==> config.mk <==
export PLATFORM = sky130hd
export DESIGN_NAME = two_class_exclusive_admission_arbiter
export DESIGN_NICKNAME = d
export VERILOG_FILES = /design/src/tcea_pkg.sv /design/src/tcea_fifo.sv /design/src/tcea_ctrl.sv /design/src/two_class_exclusive_admission_arbiter.sv
export VERILOG_INCLUDE_DIRS = /design/src /design/src/src
export SDC_FILE = /design/constraint.sdc
export NUM_CORES = 1
export LEC_CHECK = 0
export BUFFER_PORTS_ARGS = -buffer_cell sky130_fd_sc_hd__buf_2
export CAP_MARGIN = 20
export CORE_MARGIN = 2
export CORE_UTILIZATION = 55
export CTS_CLUSTER_SIZE = 30
export DETAILED_ROUTE_END_ITERATION = 8
export GPL_TIMING_DRIVEN = 1
export PLACE_DENSITY = 0.82
export SLEW_MARGIN = 20
export SYNTH_ARGS = -nofsm -noshare
export SYNTH_HDL_FRONTEND = slang
export SYNTH_SLANG_ARGS = --single-unit
export TNS_END_PERCENT = 10
==> constraint.sdc <==
create_clock -name clk -period 7.15 [get_ports clk]
set_input_delay 0.715 -clock clk [delete_from_list [all_inputs] [get_ports clk]]
set_output_delay 0.715 -clock clk [all_outputs]
set_load 0.01 [all_outputs]
==> src/two_class_exclusive_admission_arbiter_macros.svh <==
// assertion macros of the admission arbiter rtl
`ifndef TWO_CLASS_EXCLUSIVE_ADMISSION_ARBITER_MACROS_SVH
`define TWO_CLASS_EXCLUSIVE_ADMISSION_ARBITER_MACROS_SVH

// same-cycle implication, checked outside reset
`define TCEA_ASSERT_NOW(label, ante, cons, msg) \
	label: assert property (@(posedge clk) disable iff (!arst_n) (ante) |-> (cons)) \
		else $error(msg);

// next-cycle implication, checked outside reset
`define TCEA_ASSERT_NEXT(label, ante, cons, msg) \
	label: assert property (@(posedge clk) disable iff (!arst_n) (ante) |=> (cons)) \
		else $error(msg);

`endif

==> src/tcea_pkg.sv <==
// shared types and constants of the admission arbiter
package tcea_pkg;

	localparam int OccW = 5;
	localparam int PortIdW = 8;
	localparam logic [OccW-1:0] CapLimit = 5'd16;
	localparam logic [OccW-1:0] CapReset = 5'd3;

	typedef enum logic {
		CMD_ARRIVE = 1'b0,
		CMD_LEAVE  = 1'b1
	} cmd_e_t;

	typedef enum logic [1:0] {
		EVT_ADMIT       = 2'd0,
		EVT_REJECT      = 2'd1,
		EVT_LEAVE_EMPTY = 2'd2
	} evt_kind_t;

	typedef enum logic [2:0] {
		ST_IDLE,
		ST_EXEC,
		ST_PLAN,
		ST_READ,
		ST_EMIT
	} state_t;

	typedef struct packed {
		logic push;
		logic pop;
	} fifo_cmd_t;

	typedef struct packed {
		logic                valid;
		evt_kind_t           kind;
		logic [PortIdW-1:0]  id;
		logic                cls;
		logic                last;
	} emit_t;

endpackage

==> src/tcea_fifo.sv <==
// requester id queue of one class: memory, head pointer and fill count
module tcea_fifo import tcea_pkg::*; #(
	parameter int QUEUE_DEPTH = 16,
	parameter int ID_WIDTH = 8,
	localparam int IdxW = $clog2(QUEUE_DEPTH),
	localparam int CntW = $clog2(QUEUE_DEPTH + 1)
) (
	input  logic                clk,
	input  logic                arst_n,
	input  fifo_cmd_t           cmd,
	input  logic [ID_WIDTH-1:0] wr_id,
	output logic [CntW-1:0]     count,
	output logic [ID_WIDTH-1:0] rd_id
);

	localparam int SumW = IdxW + 1;

	logic [ID_WIDTH-1:0] mem [QUEUE_DEPTH];
	logic [IdxW-1:0]     head_q;
	logic [CntW-1:0]     count_q;
	logic [ID_WIDTH-1:0] rd_q;
	logic [SumW-1:0]     tail_sum;
	logic [IdxW-1:0]     tail_idx;

	// tail position wraps with one compare and subtract
	assign tail_sum = SumW'(head_q) + SumW'(count_q);
	assign tail_idx = (tail_sum >= SumW'(QUEUE_DEPTH)) ?
		IdxW'(tail_sum - SumW'(QUEUE_DEPTH)) : IdxW'(tail_sum);

	always_ff @(posedge clk) begin
		if (cmd.push) begin
			mem[tail_idx] <= wr_id;
		end
		if (cmd.pop) begin
			rd_q <= mem[head_q];
		end
	end

	always_ff @(posedge clk or negedge arst_n) begin
		if (!arst_n) begin
			head_q  <= '0;
			count_q <= '0;
		end else begin
			if (cmd.pop) begin
				head_q  <= (head_q == IdxW'(QUEUE_DEPTH - 1)) ? '0 : head_q + 1'b1;
				count_q <= count_q - 1'b1;
			end else if (cmd.push) begin
				count_q <= count_q + 1'b1;
			end
		end
	end

	assign count = count_q;
	assign rd_id = rd_q;

endmodule

==> src/tcea_ctrl.sv <==
// sequencer: applies one request, then admits one requester per iteration
`include "two_class_exclusive_admission_arbiter_macros.svh"

module tcea_ctrl import tcea_pkg::*; #(
	parameter int QUEUE_DEPTH = 16,
	parameter int ID_WIDTH = 8,
	localparam int CntW = $clog2(QUEUE_DEPTH + 1)
) (
	input  logic                clk,
	input  logic                arst_n,
	input  logic                in_valid,
	input  logic                command,
	input  logic                requester_class,
	input  logic [PortIdW-1:0]  requester_id,
	output logic                in_stall,
	input  logic [OccW-1:0]     cap,
	input  logic [CntW-1:0]     cnt_a,
	input  logic [CntW-1:0]     cnt_b,
	input  logic [ID_WIDTH-1:0] rd_a,
	input  logic [ID_WIDTH-1:0] rd_b,
	output fifo_cmd_t           cmd_a,
	output fifo_cmd_t           cmd_b,
	output logic [ID_WIDTH-1:0] wr_id,
	output emit_t               emit,
	input  logic                slot_free
);

	localparam int CmpW = (CntW > OccW) ? CntW : OccW;

	state_t              state_q, state_d;
	cmd_e_t              cmd_q;
	logic                cls_q;
	logic [ID_WIDTH-1:0] id_q;
	logic [OccW-1:0]     occ_q;
	logic                hold_q;
	logic                turn_q;
	logic                sel_q;
	logic [OccW-1:0]     rem_q;
	logic                flag_q;
	evt_kind_t           flag_kind_q;
	logic [PortIdW-1:0]  flag_id_q;
	logic                flag_cls_q;

	logic                accept;
	logic                any_a, any_b, sel, full_cls;
	logic [CntW-1:0]     cnt_sel;
	logic [OccW-1:0]     cap_sat, room, n_adm;
	logic [CmpW-1:0]     room_w, cnt_w;
	logic                plan_go;
	logic [15:0]         req_wide, id_wide, rd_wide;

	assign accept   = in_valid && (state_q == ST_IDLE);
	assign req_wide = 16'(requester_id);
	assign id_wide  = 16'(id_q);
	assign rd_wide  = sel_q ? 16'(rd_b) : 16'(rd_a);

	assign any_a    = (cnt_a != '0);
	assign any_b    = (cnt_b != '0);
	assign full_cls = cls_q ? (cnt_b == CntW'(QUEUE_DEPTH)) : (cnt_a == CntW'(QUEUE_DEPTH));

	// empty resource: turn class first, else the other; occupied: holding class
	assign sel     = (occ_q == '0) ? (turn_q ? !any_a : any_b) : hold_q;
	assign cnt_sel = sel ? cnt_b : cnt_a;

	assign cap_sat = (cap > CapLimit) ? CapLimit : cap;
	assign room    = (cap_sat > occ_q) ? cap_sat - occ_q : '0;
	assign room_w  = CmpW'(room);
	assign cnt_w   = CmpW'(cnt_sel);
	assign n_adm   = OccW'((cnt_w < room_w) ? cnt_w : room_w);

	assign plan_go = !flag_q || slot_free;

	always_comb begin
		state_d = state_q;
		unique case (state_q)
			ST_IDLE: begin
				if (accept) state_d = ST_EXEC;
			end
			ST_EXEC: begin
				state_d = ST_PLAN;
			end
			ST_PLAN: begin
				if (plan_go) state_d = (n_adm != '0) ? ST_READ : ST_IDLE;
			end
			ST_READ: begin
				state_d = ST_EMIT;
			end
			ST_EMIT: begin
				if (slot_free) state_d = (rem_q == OccW'(1)) ? ST_IDLE : ST_READ;
			end
			default: begin
				state_d = ST_IDLE;
			end
		endcase
	end

	always_comb begin
		in_stall = (state_q != ST_IDLE);
		cmd_a    = '0;
		cmd_b    = '0;
		wr_id    = id_q;
		emit     = '0;
		unique case (state_q)
			ST_IDLE: begin
			end
			ST_EXEC: begin
				if (cmd_q == CMD_ARRIVE && !full_cls) begin
					cmd_a.push = !cls_q;
					cmd_b.push = cls_q;
				end
			end
			ST_PLAN: begin
				emit.valid = flag_q;
				emit.kind  = flag_kind_q;
				emit.id    = flag_id_q;
				emit.cls   = flag_cls_q;
				emit.last  = (n_adm == '0);
			end
			ST_READ: begin
				cmd_a.pop = !sel_q;
				cmd_b.pop = sel_q;
			end
			ST_EMIT: begin
				emit.valid = 1'b1;
				emit.kind  = EVT_ADMIT;
				emit.id    = rd_wide[PortIdW-1:0];
				emit.cls   = sel_q;
				emit.last  = (rem_q == OccW'(1));
			end
			default: begin
			end
		endcase
	end

	always_ff @(posedge clk or negedge arst_n) begin
		if (!arst_n) begin
			state_q     <= ST_IDLE;
			cmd_q       <= CMD_ARRIVE;
			cls_q       <= 1'b0;
			id_q        <= '0;
			occ_q       <= '0;
			hold_q      <= 1'b0;
			turn_q      <= 1'b1;
			sel_q       <= 1'b0;
			rem_q       <= '0;
			flag_q      <= 1'b0;
			flag_kind_q <= EVT_ADMIT;
			flag_id_q   <= '0;
			flag_cls_q  <= 1'b0;
		end else begin
			state_q <= state_d;
			unique case (state_q)
				ST_IDLE: begin
					if (accept) begin
						cmd_q <= cmd_e_t'(command);
						cls_q <= requester_class;
						id_q  <= req_wide[ID_WIDTH-1:0];
					end
				end
				ST_EXEC: begin
					if (cmd_q == CMD_ARRIVE) begin
						if (full_cls) begin
							flag_q      <= 1'b1;
							flag_kind_q <= EVT_REJECT;
							flag_id_q   <= id_wide[PortIdW-1:0];
							flag_cls_q  <= cls_q;
						end
					end else if (occ_q == '0) begin
						flag_q      <= 1'b1;
						flag_kind_q <= EVT_LEAVE_EMPTY;
						flag_id_q   <= '0;
						flag_cls_q  <= 1'b0;
					end else begin
						occ_q <= occ_q - 1'b1;
						if (occ_q == OccW'(1)) hold_q <= 1'b0;
					end
				end
				ST_PLAN: begin
					if (plan_go) begin
						flag_q <= 1'b0;
						sel_q  <= sel;
						rem_q  <= n_adm;
						// turn flips once an empty resource picks a waiting class
						if (occ_q == '0 && (any_a || any_b)) turn_q <= !turn_q;
					end
				end
				ST_READ: begin
					occ_q  <= occ_q + 1'b1;
					hold_q <= sel_q;
				end
				ST_EMIT: begin
					if (slot_free) rem_q <= rem_q - 1'b1;
				end
				default: begin
				end
			endcase
		end
	end

	`TCEA_ASSERT_NOW(a_admit_below_cap, state_q == ST_READ, occ_q < cap_sat, "admission beyond capacity")
	`TCEA_ASSERT_NOW(a_pop_not_empty, cmd_a.pop || cmd_b.pop, (sel_q ? any_b : any_a), "pop from empty queue")
	`TCEA_ASSERT_NOW(a_same_class, state_q == ST_READ && occ_q != '0, sel_q == hold_q, "admitting a second class")
	`TCEA_ASSERT_NEXT(a_last_ends_item, emit.valid && slot_free && emit.last, state_q == ST_IDLE, "last result without return to idle")

endmodule

==> src/two_class_exclusive_admission_arbiter.sv <==
// Two-class exclusive admission arbiter: top level with capacity and result registers.
//
// Request channel (in_valid/in_stall): command 0 queues requester_id in the FIFO of
// requester_class, command 1 removes one occupant. in_stall is high while a request
// is being worked on; the block takes one request at a time.
// Result channel (out_valid/out_stall): a rejection (queue full) or a leave at empty
// comes first, then one result per admitted requester in queue order; last_result
// marks the final result of a request. A request with no effect gives no result.
// Sequence: after acceptance, the EXEC state applies the request, the PLAN state plans
// the admissions, then each admission passes the READ state (queue memory read) and
// the EMIT state (result load); with the reset capacity a request admits at most three.
// The single admission loop over the registered-read queue memory sets this order.
// Result stall: the result register holds its payload; the sequencer waits in place
// until the register frees and resumes with no loss.
// Configuration (cfg_valid/cfg_ready, capacity): write only while idle; values
// above sixteen act as sixteen. Reset (arst_n low): queues empty, resource empty,
// capacity 3, class A served first. Queue memories need no clearing pass.
module two_class_exclusive_admission_arbiter import tcea_pkg::*; #(
	parameter int QUEUE_DEPTH = 16,
	parameter int ID_WIDTH = 8
) (
	input  logic               clk,
	input  logic               arst_n,
	input  logic               in_valid,
	output logic               in_stall,
	input  logic               command,
	input  logic               requester_class,
	input  logic [PortIdW-1:0] requester_id,
	output logic               out_valid,
	input  logic               out_stall,
	output logic [1:0]         event_kind,
	output logic [PortIdW-1:0] granted_id,
	output logic               granted_class,
	output logic               last_result,
	input  logic               cfg_valid,
	output logic               cfg_ready,
	input  logic [OccW-1:0]    capacity
);

	localparam int CntW = $clog2(QUEUE_DEPTH + 1);

	logic [OccW-1:0]     cap_q;
	logic                out_valid_q;
	evt_kind_t           out_kind_q;
	logic [PortIdW-1:0]  out_id_q;
	logic                out_cls_q;
	logic                out_last_q;
	logic                slot_free;
	emit_t               emit;
	fifo_cmd_t           cmd_a, cmd_b;
	logic [CntW-1:0]     cnt_a, cnt_b;
	logic [ID_WIDTH-1:0] rd_a, rd_b, wr_id;

	assign cfg_ready = 1'b1;
	assign slot_free = !out_valid_q || !out_stall;

	always_ff @(posedge clk or negedge arst_n) begin
		if (!arst_n) begin
			cap_q <= CapReset;
		end else if (cfg_valid && cfg_ready) begin
			cap_q <= capacity;
		end
	end

	always_ff @(posedge clk or negedge arst_n) begin
		if (!arst_n) begin
			out_valid_q <= 1'b0;
		end else if (slot_free) begin
			out_valid_q <= emit.valid;
		end
	end

	always_ff @(posedge clk) begin
		if (slot_free && emit.valid) begin
			out_kind_q <= emit.kind;
			out_id_q   <= emit.id;
			out_cls_q  <= emit.cls;
			out_last_q <= emit.last;
		end
	end

	assign out_valid     = out_valid_q;
	assign event_kind    = out_kind_q;
	assign granted_id    = out_id_q;
	assign granted_class = out_cls_q;
	assign last_result   = out_last_q;

	tcea_ctrl #(
		.QUEUE_DEPTH(QUEUE_DEPTH),
		.ID_WIDTH(ID_WIDTH)
	) u_ctrl (
		.clk(clk),
		.arst_n(arst_n),
		.in_valid(in_valid),
		.command(command),
		.requester_class(requester_class),
		.requester_id(requester_id),
		.in_stall(in_stall),
		.cap(cap_q),
		.cnt_a(cnt_a),
		.cnt_b(cnt_b),
		.rd_a(rd_a),
		.rd_b(rd_b),
		.cmd_a(cmd_a),
		.cmd_b(cmd_b),
		.wr_id(wr_id),
		.emit(emit),
		.slot_free(slot_free)
	);

	tcea_fifo #(
		.QUEUE_DEPTH(QUEUE_DEPTH),
		.ID_WIDTH(ID_WIDTH)
	) u_fifo_a (
		.clk(clk),
		.arst_n(arst_n),
		.cmd(cmd_a),
		.wr_id(wr_id),
		.count(cnt_a),
		.rd_id(rd_a)
	);

	tcea_fifo #(
		.QUEUE_DEPTH(QUEUE_DEPTH),
		.ID_WIDTH(ID_WIDTH)
	) u_fifo_b (
		.clk(clk),
		.arst_n(arst_n),
		.cmd(cmd_b),
		.wr_id(wr_id),
		.count(cnt_b),
		.rd_id(rd_b)
	);

endmodule
# --- After elaboration in Yosys (flattened, before gate mapping) ---
# Memory sizes are Yosys's and may differ from the RTL's. A register that Yosys moved wholly into a read port is not among the register bits.
# Cells that the tools add are included.
op_classes:
  addsub: 14
  n_lt_le_gt_ge: 5
  eq_ne: 19
  n_mux: 57
  bitwise_logic: 1
  n_reduce_logical: 37
op_table:
  columns: ["operator", "count"]
  rows:
  - ["2-to-1 mux 5 bit", 12]
  - ["2-to-1 mux 8 bit", 4]
  - ["one-hot mux 13 bit (2 select lines)", 1]
  - ["2-to-1 mux 1 bit", 23]
  - ["one-hot mux 5 bit (2 select lines)", 2]
  - ["subtractor 5 x 1 -> 5 bit, second input constant", 4]
  - ["2-to-1 mux 4 bit", 4]
  - ["adder 5 x 1 -> 5 bit, second input constant", 3]
  - ["one-hot mux 3 bit (5 select lines)", 1]
  - ["AND reduction 3 bit", 5]
  - ["nonzero test 5 bit", 3]
  - ["nonzero test 2 bit", 6]
  - ["adder 4 x 5 -> 5 bit", 2]
  - ["equality test 5 x 1 -> 1 bit, second input constant", 2]
  - ["equality test 5 bit, second input constant", 2]
  - ["greater-or-equal comparator 5 bit, second input constant", 2]
  - ["logical NOT 5 bit", 2]
  - ["2-to-1 mux 2 bit", 5]
  - ["2-to-1 mux 3 bit", 3]
  - ["adder 4 x 1 -> 4 bit, second input constant", 2]
  - ["equality test 4 bit, second input constant", 2]
  - ["logical NOT 1 bit", 8]
  - ["inequality test 2 x 1 -> 1 bit, second input constant", 4]
  - ["AND reduction 4 bit", 2]
  - ["18 further kinds", 29]
totals:
  register_bits: 74
  mem_bits_rw: 256
  out_inout_bits: 15
  wordCells: 158
  n_memories: 2
memory_table:
  columns: ["name", "words", "word_bits", "rd", "rd_clocked_by_memory_dff", "write_ports", "line_no", "rtl"]
  rows:
  - ["u_fifo_a.mem", 16, 8, 1, 1, 1, "tcea_fifo.sv:18", "logic [ID_WIDTH-1:0] mem [QUEUE_DEPTH];"]
  - ["u_fifo_b.mem", 16, 8, 1, 1, 1, "tcea_fifo.sv:18", null]

# --- Longest topological paths before layout ---
depth:
  word_depth: 11
  depth_mapped: 16
  ltp_nobuf: 16

# --- Hierarchy ---
# Synthesis repeated with hierarchy kept, for this count alone.
unflattened:
  cells_unflattened: 910
  hier_area_um2: 15051.9
modules_own_cells:
  columns: ["mod", "n_inst", "cells_per_inst", "area_per_inst_um2", "seq_area_each_um2"]
  rows:
  - ["tcea_fifo", 2, 298, 5894.4, 4309.1]
  - ["tcea_ctrl", 1, 286, 2663.8, 952.2]
  - ["two_class_exclusive_admission_arbiter", 1, 28, 599.3, 513.0]

# --- Least setup slack after synthesis ---
# Ideal clock, no wire load.
synth_timing:
  kind: "register -> register"
  startpoint: "reg u_ctrl.occ_q[1]"
  endpoint: "reg out_last_q, in the netlist last_result, data pin"
  arrival_ps: 3338
  setup_slack_ps: 3556
  stages_incl_launch_ff: 14
  synth_period_minus_slack_ps: 3594
  cell_sequence: "dfrtp_1 -> inv_1 -> ha_1 -> or4b_1 -> buf_6 -> and2_4 -> nor3_2 -> mux2_2 -> ha_1 -> nand2_1 -> o21ai_1 -> a2bb2oi_1 -> nor2b_1 -> a22o_1"
synth_rtl:
  columns: ["element", "line_no", "rtl"]
  rows:
  - ["from (decl)", "tcea_ctrl.sv:34", "logic [OccW-1:0] occ_q;"]
  - ["from (signal assigned)", "tcea_ctrl.sv:174", "occ_q <= occ_q - 1'b1;"]
  - ["from (signal assigned)", "tcea_ctrl.sv:188", "occ_q <= occ_q + 1'b1;"]
  - ["to (signal assigned)", "two_class_exclusive_admission_arbiter.sv:78", "out_last_q <= emit.last;"]
  - ["to (decl)", "two_class_exclusive_admission_arbiter.sv:47", "logic out_last_q;"]

==> results.yml <==
timing:
  rsz0062_at_grt: "false"
  hold_violations: 0
  whs_ns: 0.366
  relSlewSlack_pct: 30.6
  setup_viol_count_final: 0
  clock_skew_ns: 0.0281
  drv_slew: 0
  min_period_over_period_pct: 58.1
  fin_tns_setup_ns: 0
  tightest_slew_ns: 1.04
  fin_crit_ns: 4.15
  fmax_ghz: 0.241
status:
  status: "finished clean"
synth:
  synth_top_area_share_pct: 57.3
  syn_area_per_cell_sq_um: 16.0
  synth_cell_type_count: 66
  ys_warn_count: 0
  synthArstFlopShare_pct: 17.9
  synth_area_leaders: "edfxtp_1, dfrtp_1, mux4_2"
  yosysSeqAreaShare_pct: 67.8
  synthesis.nets: 984
  synth_ff_type: "edfxtp_1"
  synthCells: 931
  netlist_area_sq_um: 14900
  synth_top_cell_by_area: "edfxtp_1"
  synth-edff-count: 284
  synth_seq_cells: 346
critical_path:
  crit_path_end_kind: "flip-flop"
  critPathMaxStageDelay_ns: 0.62
  cp_cell_sequence: "inv_1 -> ha_1 -> or4b_1 -> and2_4 -> nor3_2 -> mux2_2 -> ha_1 -> nand2_1 -> o21ai_1 -> a2bb2oi_1 -> nor2b_1 -> a22o_1"
  crit_buf_inv: 1
  cp_max_fo: 7
  cp-endpoint: "last_result$_DFFE_PP_"
  critical_path_arrival_ns: 4.42
  critPathLaunchType: "flip-flop"
  r2r_cells: 12
  rrSetupSlack_ns: 3.00
  timing.rr.start: "u_ctrl.occ_q[1]$_DFFE_PN0P_"
  critPathLaunch: "u_ctrl.occ_q[1]$_DFFE_PN0P_"
  crit_family: "simple AND/OR/NAND/NOR gates"
  cp_slowest_cell: "or4b_1"
  crit_required_ns: 7.42
  critPathKind: "flip-flop to flip-flop"
  cpMostUsedCell: "ha_1"
  r2r-end: "last_result$_DFFE_PP_"
  cp.depth: 12
floorplan:
  die_h_microns: 168
  initial_core_util_pct: 55.6
  ios: 35
  die_x_microns: 168
  core_area_sq_um: 26700
  dieArea_sq_um: 28400
  row_count: 60
global_routing:
  grt_overflow: 0
  grt_max_degree: 63
  grt_pass1_vias: 8570
  antenna_found_initial: 0
  grt_first_pass_wirelength_mm: 50.1
  grt_usage_pct: 23.6
drt:
  drt_wl_total_mm: 32.5
  drt_iter0_markers: 1046
  dr.pass1.iters: 6
  vias: 8453
  final_antenna_net_count: 0
  wl_per_cell_microns: 24.1
  drc_errors: 0
  via_per_inst: 6.27
power:
  power_density_nw_per_um2: 423
  leakage_nw: 5.81
  ir_drop_mv: 0.279
clock_network:
  cts_tree: "yes"
  cts.reportedPaths.clkPinSlew_ns: 0.06
  cts_hold_repair.buffers: 0
  cts_resized: 0
  post-cts-setup-buffers: 0
  clockRootBuffer: "clkbuf_16"
  worstSkewPairLatency_ns: 0.52
  clock-sinks: 346
  cts_buffer_depth: 3
  cts_buffers: 36
  htree_num_levels: 2
final_layout:
  nets: 1034
  drive_gt1_share_pct: 20.5
  antenna_cells: 0
  regArea_sq_um: 10100
  area_growth_pct: 11.7
  multi_input_area_sq_um: 4560
  num-fill-cells: 1890
place:
  port_buffers: 33
  gp_congestion: 0.821
  dp.final_hpwl_mm: 19.7
flow_run:
  maxCapViolations: 0
min_path:
  hold_class: "input port to async pin"
[how the worst min path moves through the flow]
stage	to	cells past startpoint	from
after floorplan	cap_q[2]$_DFFE_PN0P_	0	arst_n
after global placement	u_ctrl.flag_kind_q[0]$_DFFE_PN0P_	2	u_ctrl.flag_kind_q[0]$_DFFE_PN0P_
after detailed placement	u_ctrl.flag_id_q[2]$_DFFE_PN0P_	2	u_ctrl.flag_id_q[2]$_DFFE_PN0P_
after CTS	u_ctrl.rem_q[3]$_DFFE_PN0P_	2	arst_n
after global routing	cap_q[2]$_DFFE_PN0P_	2	capacity[2]
final	u_ctrl.rem_q[3]$_DFFE_PN0P_	2	arst_n
[cells in the final DEF, fill, tap and decap left out, types with 8 or more instances in the layout]
cell / Yosys / final
buf_4: 1 / 14
dfrtp_1: 59 / 55
inv_1: 22 / 22
nand2_1: 68 / 68
mux2i_1: 36 / 36
o21ai_0: 54 / 54
nand2b_1: 14 / 14
nor2_1: 55 / 55
a21oi_1: 32 / 31
a22oi_1: 10 / 10
clkbuf_16: 0 / 37
a221oi_1: 8 / 8
mux2_2: 30 / 30
clkbuf_1: 22 / 9
a21o_1: 8 / 8
edfxtp_1: 284 / 284
ha_1: 28 / 28
xnor2_1: 20 / 20
mux4_2: 56 / 56
buf_2: 4 / 33
[power breakdown]
group | internal (mW) | switching, mW | total, mW | leakage (nW)
Sequential | 2.66 | 0.325 | 2.98 | 3.32
Clock | 1.12 | 0.748 | 1.86 | 0.581
Combinational | 0.896 | 1.29 | 2.18 | 1.90
Total | 4.67 | 2.36 | 7.03 | 5.81
[cell type report]
| class | count | share of cell area (%) |
|---|---|---|
| repair buffers | 47 | 1.63 |
| inverters | 22 | 0.497 |
| flip-flops and latches | 346 | 60.7 |
| multi-input cells | 528 | 27.5 |
| well taps | 341 | 2.57 |
| clock buffers | 51 | 6.19 |
| clock inverters | 13 | 0.919 |
[Yosys cell counts, types with 8 or more instances]
| cell | number |
|---|---|
| a21o_1 | 8 |
| a21oi_1 | 32 |
| a221oi_1 | 8 |
| a22oi_1 | 10 |
| clkbuf_1 | 22 |
| dfrtp_1 | 59 |
| edfxtp_1 | 284 |
| ha_1 | 28 |
| inv_1 | 22 |
| mux2_2 | 30 |
| mux2i_1 | 36 |
| mux4_2 | 56 |
| nand2_1 | 68 |
| nand2b_1 | 14 |
| nor2_1 | 55 |
| o21ai_0 | 54 |
| xnor2_1 | 20 |
[registers in the layout (all words and copies together) (netlist names), 4 cells and up]
register and count:
u_fifo_a.head_q 4, granted_id 8, u_fifo_a.rd_id 8, u_ctrl.rem_q 5, u_ctrl.flag_id_q 8, u_ctrl.occ_q 5, u_fifo_b.head_q 4, u_fifo_b.rd_id 8
cap_q 5, u_fifo_b.count 5, u_fifo_b.mem 128, u_fifo_a.count 5, u_fifo_a.mem 128, u_ctrl.wr_id 8
[per-layer routing]
metal / GRT usage, % / vias to the layer above / share of wire, %
li1: - / 3717 / -
met1: 32.0 / 4242 / 40
met2: 38.8 / 411 / 49
met3: 3.95 / 83 / 6.8
met4: 8.81 / 0 / 3.8
met5: 0 / - / 0
[through the flow]
| stage | instance area (sq um) | util [%] | total power, mW | instances | worst slack [ns] |
|---|---|---|---|---|---|
| final | 16600 | 62.2 | 7.03 | 1348 | 3.00 |
| after CTS | 16600 | 62.1 | 7.03 | 1348 | 3.04 |
| after floorplan | 14900 | - | 4.47 | 931 | 3.56 |
| after detailed placement | 15400 | 57.7 | 5.14 | 1284 | 3.06 |
| after global routing | 16600 | 62.2 | 7.37 | 1348 | 2.69 |
| after global placement | 15400 | 57.7 | 5.06 | 1284 | 3.12 |
[kinds of logic (layout without fill, tap and decap cells)]
group | after synthesis | in the layout | synth area share, %
compound gates | 148 | 148 | 6.28
xor+xnor | 27 | 27 | 1.59
fa+ha+maj | 33 | 33 | 3.03
buf+inv | 57 | 133 | 1.55
flops | 346 | 346 | 67.8
mux | 123 | 123 | 13.3
other cells | 1 | 1 | 0.0252
simple gates | 196 | 196 | 6.45
[worst register-to-register path, cell delays in order, from the launching register on]
cell and delay, ns:
dfrtp_1 0.41, inv_1 0.17, ha_1 0.23, or4b_1 0.62
and2_4 0.25, nor3_2 0.34, mux2_2 0.43, ha_1 0.31
nand2_1 0.07, o21ai_1 0.39, a2bb2oi_1 0.37, nor2b_1 0.09
a22o_1 0.24
Power figures use the tool's default switching activity.
